==> config.mk <==
export PLATFORM = sky130hd
export DESIGN_NAME = kvad_controller
export DESIGN_NICKNAME = d
export VERILOG_FILES = /design/src/kvad_pkg.sv /design/src/kvad_controller.sv
export VERILOG_INCLUDE_DIRS = /design/src /design/src/src
export SDC_FILE = /design/constraint.sdc
export NUM_CORES = 1
export LEC_CHECK = 0
export ABC_CLOCK_PERIOD_IN_PS = 4780
export BUFFER_PORTS_ARGS = -buffer_cell sky130_fd_sc_hd__buf_2
export CORE_MARGIN = 3
export CORE_UTILIZATION = 45
export CTS_BUF_LIST = sky130_fd_sc_hd__clkbuf_2
export DETAILED_ROUTE_END_ITERATION = 8
export PLACE_DENSITY = 0.7
export SYNTH_ARGS = -nofsm -noshare
export SYNTH_HDL_FRONTEND = slang
export SYNTH_SLANG_ARGS = --single-unit
==> constraint.sdc <==
create_clock -name clock -period 4.78 [get_ports clock]
set_input_delay 0.239 -clock clock [delete_from_list [all_inputs] [get_ports clock]]
set_output_delay 0.239 -clock clock [all_outputs]
set_load 0.01 [all_outputs]
==> src/kv_cache_attention_decode_unit_macros.svh <==
// assertion macros for the kv cache attention decode unit
// no dependencies; included by the modules that assert
`ifndef KV_CACHE_ATTENTION_DECODE_UNIT_MACROS_SVH
`define KV_CACHE_ATTENTION_DECODE_UNIT_MACROS_SVH

// same-cycle implication
`define KVAD_ASSERT_IMP(label, clk, rst, ante, cons, msg) \
   label: assert property (@(posedge clk) disable iff (rst) (ante) |-> (cons)) \
      else $error(msg);

// next-cycle implication
`define KVAD_ASSERT_NXT(label, clk, rst, ante, cons, msg) \
   label: assert property (@(posedge clk) disable iff (rst) (ante) |=> (cons)) \
      else $error(msg);

`endif

==> src/kvad_pkg.sv <==
// shared types and constants of the kv cache attention decode unit
// no dependencies
package kvad_pkg;

   localparam logic       MODE_APPEND = 1'b0;
   localparam logic       MODE_QUERY  = 1'b1;

   localparam logic [1:0] STATUS_OK    = 2'd0;
   localparam logic [1:0] STATUS_EMPTY = 2'd1;
   localparam logic [1:0] STATUS_FULL  = 2'd2;

   localparam logic       REG_DIM_IN_USE = 1'b0;
   localparam logic [9:0] DIM_RESET      = 10'd768;

   localparam int         SCORE_W    = 48;
   localparam int         WSUM_W     = 48;
   localparam int         NUM_W      = 64;
   localparam int         WEIGHT_W   = 31;
   localparam logic [63:0] EXP_STEP_Q30 = 64'd1008687096;
   localparam logic [30:0] ONE_Q30      = 31'h4000_0000;
   localparam logic [63:0] ROUND_Q29    = 64'h2000_0000;
   localparam int         IDX_SHIFT  = 20;
   localparam int         IDX_ROUND  = 1 << 19;

   localparam logic [2:0] DRAIN_CYCLES = 3'd6;
   localparam logic [3:0] DIV_STEPS    = 4'd15;

   typedef enum logic [2:0] {
      ST_IDLE,
      ST_SCORE,
      ST_SCORE_DRAIN,
      ST_WEIGHT,
      ST_WEIGHT_DRAIN,
      ST_DIV_INIT,
      ST_DIV_STEP,
      ST_DONE
   } state_type;

   typedef struct packed {
      logic       key_we;
      logic       val_we;
      logic       q_we;
      logic       mac_issue;
      logic       mac_first;
      logic       mac_last;
      logic       wt_issue;
      logic       wt_first;
      logic       div_init;
      logic       div_step;
      logic       out_load;
      logic       out_use_quot;
      logic [1:0] out_status;
   } dp_cmd_type;

endpackage

==> src/kvad_controller.sv <==
// controller: vector bookkeeping, query sequencing, result handshake
// depends on kvad_pkg and the assertion macro header
`include "kv_cache_attention_decode_unit_macros.svh"

module kvad_controller #(
   parameter int MAX_DIM  = 768,
   parameter int MAX_ROWS = 256,
   localparam int EW = (MAX_DIM > 1) ? $clog2(MAX_DIM) : 1,
   localparam int RW = (MAX_ROWS > 1) ? $clog2(MAX_ROWS) : 1,
   localparam int KW = (MAX_ROWS * MAX_DIM > 1) ? $clog2(MAX_ROWS * MAX_DIM) : 1
) (
   input  logic                 clock,
   input  logic                 reset,
   input  logic                 req_valid,
   output logic                 req_ready,
   input  logic                 req_mode,
   input  logic [9:0]           dim_in_use,
   output logic                 rsp_valid,
   input  logic                 rsp_ready,
   output kvad_pkg::dp_cmd_type cmd,
   output logic [KW-1:0]        key_waddr,
   output logic [RW-1:0]        val_waddr,
   output logic [EW-1:0]        q_waddr,
   output logic [KW-1:0]        key_raddr,
   output logic [EW-1:0]        q_raddr,
   output logic [RW-1:0]        mac_row,
   output logic [RW-1:0]        wt_row,
   output logic [8:0]           out_rows
);

   localparam int DW = $clog2(MAX_DIM + 1);
   localparam int DCW = (DW > 10) ? DW : 10;
   localparam int RCW = $clog2(MAX_ROWS + 1);
   localparam int BW = $clog2(MAX_ROWS * MAX_DIM + 1);

   kvad_pkg::state_type state_ff, state_in;
   logic cur_mode_ff, cur_mode_in;
   logic [EW-1:0] elem_ctr_ff, elem_ctr_in;
   logic [RCW-1:0] row_count_ff, row_count_in;
   logic [BW-1:0] base_ff, base_in;
   logic [RW-1:0] r_ff, r_in;
   logic [EW-1:0] e_ff, e_in;
   logic [BW-1:0] rbase_ff, rbase_in;
   logic [2:0] drain_ff, drain_in;
   logic [3:0] step_ff, step_in;
   logic rsp_valid_ff, rsp_valid_in;

   logic [DCW-1:0] dim_wide;
   logic [DW-1:0] dim_eff;
   logic accept, out_free, not_full, vec_last, e_last, r_last;
   logic [EW-1:0] pos;

   always_comb begin
      dim_wide = DCW'(dim_in_use);
      if (dim_wide == '0) begin
         dim_eff = DW'(1);
      end else if (dim_wide > DCW'(MAX_DIM)) begin
         dim_eff = DW'(MAX_DIM);
      end else begin
         dim_eff = DW'(dim_wide);
      end
   end

   assign out_free = !rsp_valid_ff || rsp_ready;
   assign accept = req_valid && req_ready;
   assign not_full = row_count_ff < RCW'(MAX_ROWS);
   assign pos = (req_mode != cur_mode_ff) ? '0 : elem_ctr_ff;
   assign vec_last = ((DW+1)'(pos) + 1'b1) >= (DW+1)'(dim_eff);
   assign e_last = ((DW+1)'(e_ff) + 1'b1) >= (DW+1)'(dim_eff);
   assign r_last = (RCW'(r_ff) + 1'b1) == row_count_ff;

   // next state
   always_comb begin
      state_in = state_ff;
      unique case (state_ff)
         kvad_pkg::ST_IDLE: begin
            if (accept && vec_last && req_mode == kvad_pkg::MODE_QUERY
                  && row_count_ff != '0) begin
               state_in = kvad_pkg::ST_SCORE;
            end
         end
         kvad_pkg::ST_SCORE: begin
            if (e_last && r_last) begin
               state_in = kvad_pkg::ST_SCORE_DRAIN;
            end
         end
         kvad_pkg::ST_SCORE_DRAIN: begin
            if (drain_ff == '0) begin
               state_in = kvad_pkg::ST_WEIGHT;
            end
         end
         kvad_pkg::ST_WEIGHT: begin
            if (r_last) begin
               state_in = kvad_pkg::ST_WEIGHT_DRAIN;
            end
         end
         kvad_pkg::ST_WEIGHT_DRAIN: begin
            if (drain_ff == '0) begin
               state_in = kvad_pkg::ST_DIV_INIT;
            end
         end
         kvad_pkg::ST_DIV_INIT: begin
            state_in = kvad_pkg::ST_DIV_STEP;
         end
         kvad_pkg::ST_DIV_STEP: begin
            if (step_ff == '0) begin
               state_in = kvad_pkg::ST_DONE;
            end
         end
         kvad_pkg::ST_DONE: begin
            if (out_free) begin
               state_in = kvad_pkg::ST_IDLE;
            end
         end
         default: state_in = kvad_pkg::ST_IDLE;
      endcase
   end

   // outputs
   always_comb begin
      cmd = '0;
      req_ready = 1'b0;
      out_rows = 9'(row_count_ff);
      key_waddr = KW'(base_ff + BW'(pos));
      val_waddr = RW'(row_count_ff);
      q_waddr = pos;
      key_raddr = KW'(rbase_ff + BW'(e_ff));
      q_raddr = e_ff;
      mac_row = r_ff;
      wt_row = r_ff;
      unique case (state_ff)
         kvad_pkg::ST_IDLE: begin
            req_ready = out_free;
            if (accept) begin
               if (req_mode == kvad_pkg::MODE_APPEND) begin
                  cmd.key_we = not_full;
                  cmd.val_we = not_full && pos == '0;
                  if (vec_last) begin
                     cmd.out_load = 1'b1;
                     if (not_full) begin
                        out_rows = 9'(row_count_ff + 1'b1);
                        cmd.out_status = kvad_pkg::STATUS_OK;
                     end else begin
                        cmd.out_status = kvad_pkg::STATUS_FULL;
                     end
                  end
               end else begin
                  cmd.q_we = 1'b1;
                  if (vec_last && row_count_ff == '0) begin
                     cmd.out_load = 1'b1;
                     cmd.out_status = kvad_pkg::STATUS_EMPTY;
                  end
               end
            end
         end
         kvad_pkg::ST_SCORE: begin
            cmd.mac_issue = 1'b1;
            cmd.mac_first = e_ff == '0;
            cmd.mac_last = e_last;
         end
         kvad_pkg::ST_WEIGHT: begin
            cmd.wt_issue = 1'b1;
            cmd.wt_first = r_ff == '0;
         end
         kvad_pkg::ST_DIV_INIT: cmd.div_init = 1'b1;
         kvad_pkg::ST_DIV_STEP: cmd.div_step = 1'b1;
         kvad_pkg::ST_DONE: begin
            cmd.out_load = out_free;
            cmd.out_use_quot = 1'b1;
            cmd.out_status = kvad_pkg::STATUS_OK;
         end
         default: cmd = '0;
      endcase
   end

   // counters and bookkeeping
   always_comb begin
      cur_mode_in = cur_mode_ff;
      elem_ctr_in = elem_ctr_ff;
      row_count_in = row_count_ff;
      base_in = base_ff;
      r_in = r_ff;
      e_in = e_ff;
      rbase_in = rbase_ff;
      drain_in = drain_ff;
      step_in = step_ff;
      rsp_valid_in = cmd.out_load ? 1'b1 : (rsp_ready ? 1'b0 : rsp_valid_ff);
      unique case (state_ff)
         kvad_pkg::ST_IDLE: begin
            r_in = '0;
            e_in = '0;
            rbase_in = '0;
            if (accept) begin
               cur_mode_in = req_mode;
               elem_ctr_in = vec_last ? '0 : EW'(pos + 1'b1);
               if (vec_last && req_mode == kvad_pkg::MODE_APPEND && not_full) begin
                  row_count_in = row_count_ff + 1'b1;
                  base_in = base_ff + BW'(MAX_DIM);
               end
            end
         end
         kvad_pkg::ST_SCORE: begin
            drain_in = kvad_pkg::DRAIN_CYCLES - 1'b1;
            if (e_last) begin
               e_in = '0;
               r_in = r_ff + 1'b1;
               rbase_in = rbase_ff + BW'(MAX_DIM);
            end else begin
               e_in = e_ff + 1'b1;
            end
         end
         kvad_pkg::ST_SCORE_DRAIN: begin
            drain_in = drain_ff - 1'b1;
            r_in = '0;
         end
         kvad_pkg::ST_WEIGHT: begin
            drain_in = kvad_pkg::DRAIN_CYCLES - 1'b1;
            r_in = r_ff + 1'b1;
         end
         kvad_pkg::ST_WEIGHT_DRAIN: drain_in = drain_ff - 1'b1;
         kvad_pkg::ST_DIV_INIT: step_in = kvad_pkg::DIV_STEPS;
         kvad_pkg::ST_DIV_STEP: step_in = step_ff - 1'b1;
         kvad_pkg::ST_DONE: step_in = step_ff;
         default: step_in = step_ff;
      endcase
   end

   always_ff @(posedge clock) begin
      if (reset) begin
         state_ff     <= kvad_pkg::ST_IDLE;
         cur_mode_ff  <= kvad_pkg::MODE_APPEND;
         elem_ctr_ff  <= '0;
         row_count_ff <= '0;
         base_ff      <= '0;
         rsp_valid_ff <= 1'b0;
      end else begin
         state_ff     <= state_in;
         cur_mode_ff  <= cur_mode_in;
         elem_ctr_ff  <= elem_ctr_in;
         row_count_ff <= row_count_in;
         base_ff      <= base_in;
         rsp_valid_ff <= rsp_valid_in;
      end
      r_ff     <= r_in;
      e_ff     <= e_in;
      rbase_ff <= rbase_in;
      drain_ff <= drain_in;
      step_ff  <= step_in;
   end

   assign rsp_valid = rsp_valid_ff;

   `KVAD_ASSERT_IMP(a_rows_bound, clock, reset, 1'b1, row_count_ff <= RCW'(MAX_ROWS), "row count above capacity")
   `KVAD_ASSERT_IMP(a_elem_bound, clock, reset, 1'b1, DW'(elem_ctr_ff) < DW'(MAX_DIM), "element counter out of range")
   `KVAD_ASSERT_IMP(a_score_rows, clock, reset, state_ff == kvad_pkg::ST_SCORE, row_count_ff != '0, "scoring an empty cache")
   `KVAD_ASSERT_NXT(a_done_delivers, clock, reset, state_ff == kvad_pkg::ST_DONE && out_free, rsp_valid_ff, "query result not presented")

endmodule

==> run summary, run 1 <==
Overall Power - 1030 uW
DR pass1 iterations - 5
TritonCTS clock tree - built
Syn Area/Cell - 9.06 sq um
Global placer's final weighted congestion - 0.839
Synth warnings - 0
GRT overflow - 0
Outcome - complete, no violations
RR Startpoint - cur_mode_ff$_SDFFE_PP0P_
First-pass GRT wire length - 20.4 mm
Worst skew pair latency - 0.53 ns
Max_cap viols - 0
I/O pin count - 120
Worst min-delay path category - primary input to flop
Initial core utilization - 46.6%
Final setup violating endpoints - 0
Netlist Area Pre-Place - 5390 sq um
Layout Skew - 0.0182 ns
Antenna cells - 0
Hold Path End - cur_mode_ff$_SDFFE_PP0P_
Cell Pwr Density - 174 nW/um^2
RSZ-0062 raised after global routing - false
Cells after Synth - 595
Rel. slew slack - 36.5%
Die ar. - 13,300 sq um
Netlist cell types - 70
Tcrit/Tclk final - 92.4%
Final Hold Fails - 0
Yosys reg bits - 69
H-tree depth - 3
ANT nets after route - 0
Die outline height - 115 um
Largest net degree at the start of global routing - 46
Core area - 11,600 sq um
Buffers on Ports - 119
Vias per cell - 5.39
Total negative slack - 0 ns
Crit path DAT - 4.18 ns
Setup Crit Path Kind - flop to output pin
Maximum vdd ir drop - 83.6 uV
Vias - 4,417
Synthesized Nets - 650
Clock buffer count from CTS - 9
Asr flop ratio synth - 0%
Initial antenna violation count - 0
Critical Path Start Type - flop
Worst Path Required - 4.54 ns
Sequential area share after synthesis - 32.1%
Leakage Power - 0.00284 uW
Clock tree sinks - 69
Die W - 115 um
Min-Delay Startpoint - req_mode
Fmax - 226 MHz
Reg2reg path depth - 15
# rows - 39
Post-synth EDFFs - 35
Post-CTS setup buffers - 0
Post-DR wirelength/cell - 15.2 um
Worst Setup End Kind - output pin
Cell count of the worst hold path - 3
P&R area growth vs syn - 10.2%
Max Fanout on Critical Path - 15
Layout cells sized above 1 - 25.7%
Clock-pin slew on the worst setup and hold paths - 0.19 ns
Vias in the first global route - 4,142
Remaining DRCs - 0
Reg-to-reg setup timing slack - 1.14 ns
DRT iter0 DRCs - 240
Tot GR Track Use - 19.0%
Worst R2R End - row_count_ff[6]$_SDFFE_PP0P_
Min Tclk post-route - 4.42 ns
Maximum clock path buffer count - 2
Total Nets Final - 726
Slew @ Worst Pin - 0.953 ns
Pins Over Slew Limit - 0
Root Driver - clkbuf_2
Critical path origin - cur_mode_ff$_SDFFE_PP0P_
DP Wirelength - 9.57 mm
Detailed Route WL - 12.4 mm
Ys flop type - edfxtp_1
Filler instances - 1,108
[cell families after synthesis]
logic type,after synthesis,synth area share [%]
AO/OA/AOI/OAI,85,10.9
XOR/XNOR,63,11.1
adder cells (fa/ha/maj),40,9.56
buffers and inverters,88,8.94
flip-flops,69,32.1
multiplexers,21,4.32
AND/OR/NAND/NOR,229,23.0
[worst max path at each step]
stage                       end  slack [ns]  cells past startpoint
finish              out_rows[1]        0.36                     16
global route        out_rows[1]        0.04                     16
CTS                 out_rows[1]        0.15                     16
detailed placement  out_rows[1]        0.77                     17
global placement    out_rows[1]        0.87                     17
floorplan           out_rows[1]        1.22                     15
[flip-flops by register name, indices dropped and copies added, names as in the netlist]
register	flops
cur_mode_ff	1
row_count_ff	9
step_ff	4
rbase_ff	10
drain_ff	3
state_ff	3
elem_ctr_ff	10
base_ff	10
q_raddr	10
rsp_valid	1
mac_row	8
[synth_stat cells (4+ instances only)]
cell | instances | area [sq um]
xor2_1 | 29 | 254
and3_1 | 6 | 37.5
nor2_1 | 58 | 218
nor4_1 | 7 | 43.8
mux2_2 | 16 | 180
o21ai_0 | 12 | 60.1
ha_1 | 38 | 475
nand2_1 | 43 | 161
buf_4 | 33 | 248
a21oi_1 | 27 | 135
buf_2 | 4 | 20.0
a21o_1 | 8 | 60.1
nor3_1 | 10 | 50.1
and2_1 | 7 | 43.8
dfxtp_1 | 34 | 681
a22o_1 | 8 | 70.1
inv_1 | 31 | 116
nand2b_1 | 7 | 43.8
nand4_1 | 15 | 93.8
nand3_1 | 21 | 105
xnor2_1 | 31 | 272
or3_1 | 6 | 37.5
nor2b_1 | 26 | 163
edfxtp_1 | 35 | 1050
clkbuf_1 | 14 | 52.6
[per-layer routing]
| layer | vias to the layer above | share of wire (%) | track usage (%) |
|---|---|---|---|
| met5 | - | 0 | 0 |
| met4 | 0 | 0.61 | 4.93 |
| met3 | 6 | 5.1 | 3.45 |
| met2 | 120 | 46 | 30.7 |
| met1 | 2078 | 49 | 26.4 |
| li1 | 2213 | - | - |
[layout by cell type (no fill, tap or decap), types with 3 or more instances in the layout]
cell	instances
nor3_1	10
xnor2_1	31
nand3_1	20
nor4_1	7
nor4b_1	3
nor2b_1	26
ha_1	38
buf_2	119
nand3_2	3
nand2_1	43
edfxtp_1	35
mux2i_1	3
nor2_1	58
a21oi_1	27
a21o_1	8
and3_1	6
or3_1	6
a22o_1	8
dfxtp_1	33
and2_1	7
mux2_2	16
xor2_1	29
nand4_1	15
o21ai_0	12
clkbuf_2	11
inv_1	31
nand2b_1	7
o211ai_1	3
[through the flow]
step	area (sq um)	worst slack, ns	hold slack [ns]	utilization, %	cells
2_1_floorplan	5390	1.22	0.459	-	595
3_3_place_gp	5810	0.875	0.479	50.3	803
3_5_place_dp	5810	0.774	0.492	50.3	803
4_1_cts	5920	0.153	0.0711	51.2	819
5_1_grt	5940	0.0367	0.0657	51.3	819
6_report	5940	0.365	0.106	51.3	819
[worst max-delay path: stages (launching register included)]
cell and delay, ns:
dfxtp_2 0.40, xnor2_4 0.27, nand2_1 0.15, inv_1 0.14, ha_1 0.22, nand3_2 0.13
nor2_1 0.11, nand2_1 0.07, xnor2_1 0.15, ha_1 0.34, nand4_1 0.11, o311a_1 0.40
o21a_1 0.22, buf_4 0.20, a21boi_4 0.23, mux2_2 0.36, buf_2 0.14
[cell type report]
| cell class | instances | area (sq um) | share of cell area, % |
|---|---|---|---|
| well taps | 143 | 179 | 3.01 |
| flip-flops and latches | 69 | 1730 | 29.2 |
| repair buffers | 120 | 603 | 10.2 |
| inverters | 33 | 124 | 2.09 |
| clock buffers | 11 | 55.1 | 0.927 |
| clock inverters | 5 | 51.3 | 0.864 |
| multi-input cells | 438 | 3190 | 53.8 |
[repair_timing]
item / 4_1_cts / 5_1_grt
endpoints found under the setup margin: 0 / 6
hold buffers: 0 / 0
resized for setup: 0 / 4
[report_power, final]
| part | switching (uW) | internal [uW] | leakage [uW] | total [uW] |
|---|---|---|---|---|
| Clock | 219 | 122 | 0.0000694 | 341 |
| Combinational | 46.2 | 25.6 | 0.00208 | 71.9 |
| Sequential | 2.43 | 618 | 0.000692 | 620 |
| Total | 268 | 765 | 0.00284 | 1030 |
No activity file was read; power rests on OpenSTA's default activity.
==> inputs of run 2 (changes only) <==
ABC_CLOCK_PERIOD_IN_PS = default   (was 4780)
CORE_UTILIZATION = 57   (was 45)
PLACE_DENSITY = 0.85   (was 0.7)
==> run summary, run 2 (same netlist as run 1, synthesis figures left out) <==
Outcome - complete, no violations
Initial antenna violation count - 0
Crit path DAT - 4.22 ns
Worst skew pair latency - 0.52 ns
Worst min-delay path category - primary input to flop
P&R area growth vs syn - 9.63%
CP max stage cell - dfxtp_1
Leakage Power - 0.00284 uW
CTS Hold Bufs - 0
Bufs and invs on worst path - 2
Global placer's final weighted congestion - 0.907
Slew @ Worst Pin - 0.930 ns
Maximum clock path buffer count - 2
Tot GR Track Use - 24.1%
Min Tclk post-route - 4.46 ns
Remaining DRCs - 0
I/O pin count - 120
Antenna cells - 0
# rows - 34
Post-DR wirelength/cell - 16.0 um
Fmax - 224 MHz
Commonest non-fill, non-tap cell in the layout - buf_2
Cell Pwr Density - 184 nW/um^2
Maximum vdd ir drop - 113 uV
Tcrit/Tclk final - 93.4%
Initial core utilization - 60.3%
Die outline height - 103 um
Vias in the first global route - 4,345
Vias per cell - 5.91
Layout Skew - 0.0427 ns
Max Fanout on Critical Path - 10
Die W - 103 um
Total Nets Final - 726
GRT overflow - 0
Core area - 8930 sq um
DP Wirelength - 9.58 mm
Area of the multi-input gates - 3180 sq um
Root Driver - clkbuf_2
H-tree depth - 3
Critical Path Start Type - flop
Largest net degree at the start of global routing - 46
TritonCTS clock tree - built
Filler instances - 747
Fin util - 66.1%
Buffers on Ports - 119
Rel. slew slack - 38.0%
First-pass GRT wire length - 20.8 mm
Most frequent cells in the layout - buf_2 (119), nor2_1 (58), nand2_1 (43)
Worst Setup End Kind - output pin
CP delay by family, top - compound AO/OA/AOI/OAI gates
Detailed Route WL - 12.6 mm
Critical path, cell by cell - xnor2_4 > nand2_1 > inv_1 > ha_1 > nand3_1 > nor2_1 > nand2_1 > xnor2_1 > ha_1 > nand4_1 > o311a_1 > o21a_1 > a21boi_2 > mux2_2 > buf_2
Die ar. - 10,700 sq um
Final setup violating endpoints - 0
Worst Path Required - 4.54 ns
Final Hold Fails - 0
Max_cap viols - 0
Clock buffer count from CTS - 9
Placed Area - 5770 sq um
DR pass1 iterations - 5
ANT nets after route - 0
Setup Crit Path Kind - flop to output pin
Register area - 1730 sq um
Pins Over Slew Limit - 0
Clock tree sinks - 69
Layout Cell Area excl Fill - 5910 sq um
Clock-pin slew on the worst setup and hold paths - 0.20 ns
Layout cells sized above 1 - 25.4%
RSZ-0062 raised after global routing - true
CP max stage delay - 0.42 ns
DRT iter0 DRCs - 207
Vias - 4,635
run 2: per-layer routing:
layer | up-vias | wire (um) | track usage, %
met3 | 23 | 833 | 3.89
li1 | 2213 | - | -
met4 | 0 | 167 | 6.47
met5 | - | 0 | 0
met1 | 2212 | 5480 | 32.0
met2 | 187 | 6080 | 41.1
run 2: path summary, 6_finish.rpt:
check | start | end | slack (ns) | cells after the start
setup / recovery | cur_mode_ff$_SDFFE_PP0P_ | out_rows[1] | 0.32 | 15
hold / removal | req_mode | cur_mode_ff$_SDFFE_PP0P_ | 0.12 | 3
setup reg to reg | cur_mode_ff$_SDFFE_PP0P_ | row_count_ff[6]$_SDFFE_PP0P_ | 0.97 | 15
hold reg to reg | elem_ctr_ff[9]$_SDFFE_PP0P_ | elem_ctr_ff[9]$_SDFFE_PP0P_ | 0.52 | 1
run 2: area by class of cell:
class,instances,share of cell area [%]
Multi-Input combinational cell,438,53.8
Sequential cell,69,29.3
Timing Repair Buffer,120,10.2
Tap cell,108,2.29
Inverter,33,2.10
Clock inverter,7,1.52
Clock buffer,9,0.762
run 2: worst min-delay path, delay by kind of cell:
family	cells	cell delay [ns]
buffers and inverters	1	0.18
AOI/OAI and AO/OA	1	0.07
and+or+nand+nor	1	0.12
run 2: through the flow:
stage | setup slack (ns) | hold WS (ns) | total power [uW] | TNS, ns | std cells
2_1_floorplan | 1.22 | 0.459 | 681 | 0 | 595
3_3_place_gp | 0.986 | 0.477 | 700 | 0 | 768
6_report | 0.317 | 0.123 | 1090 | 0 | 784
3_5_place_dp | 0.791 | 0.487 | 703 | 0 | 768
5_1_grt | -0.0103 | 0.117 | 1130 | -0.0103 | 784
4_1_cts | 0.250 | 0.0992 | 1090 | 0 | 784
run 2: timing repair:
item                       in CTS  in global routing
buffers inserted                0                  0
gates resized for setup         0                  1
setup endpoints to repair       0                  5
run 2: power by group:
part	internal (uW)	leakage, uW	switching, uW	total (uW)
sequential	618	0.000691	2.44	620
combinational	25.3	0.00207	45.7	71.1
clock	170	0.0000793	227	398
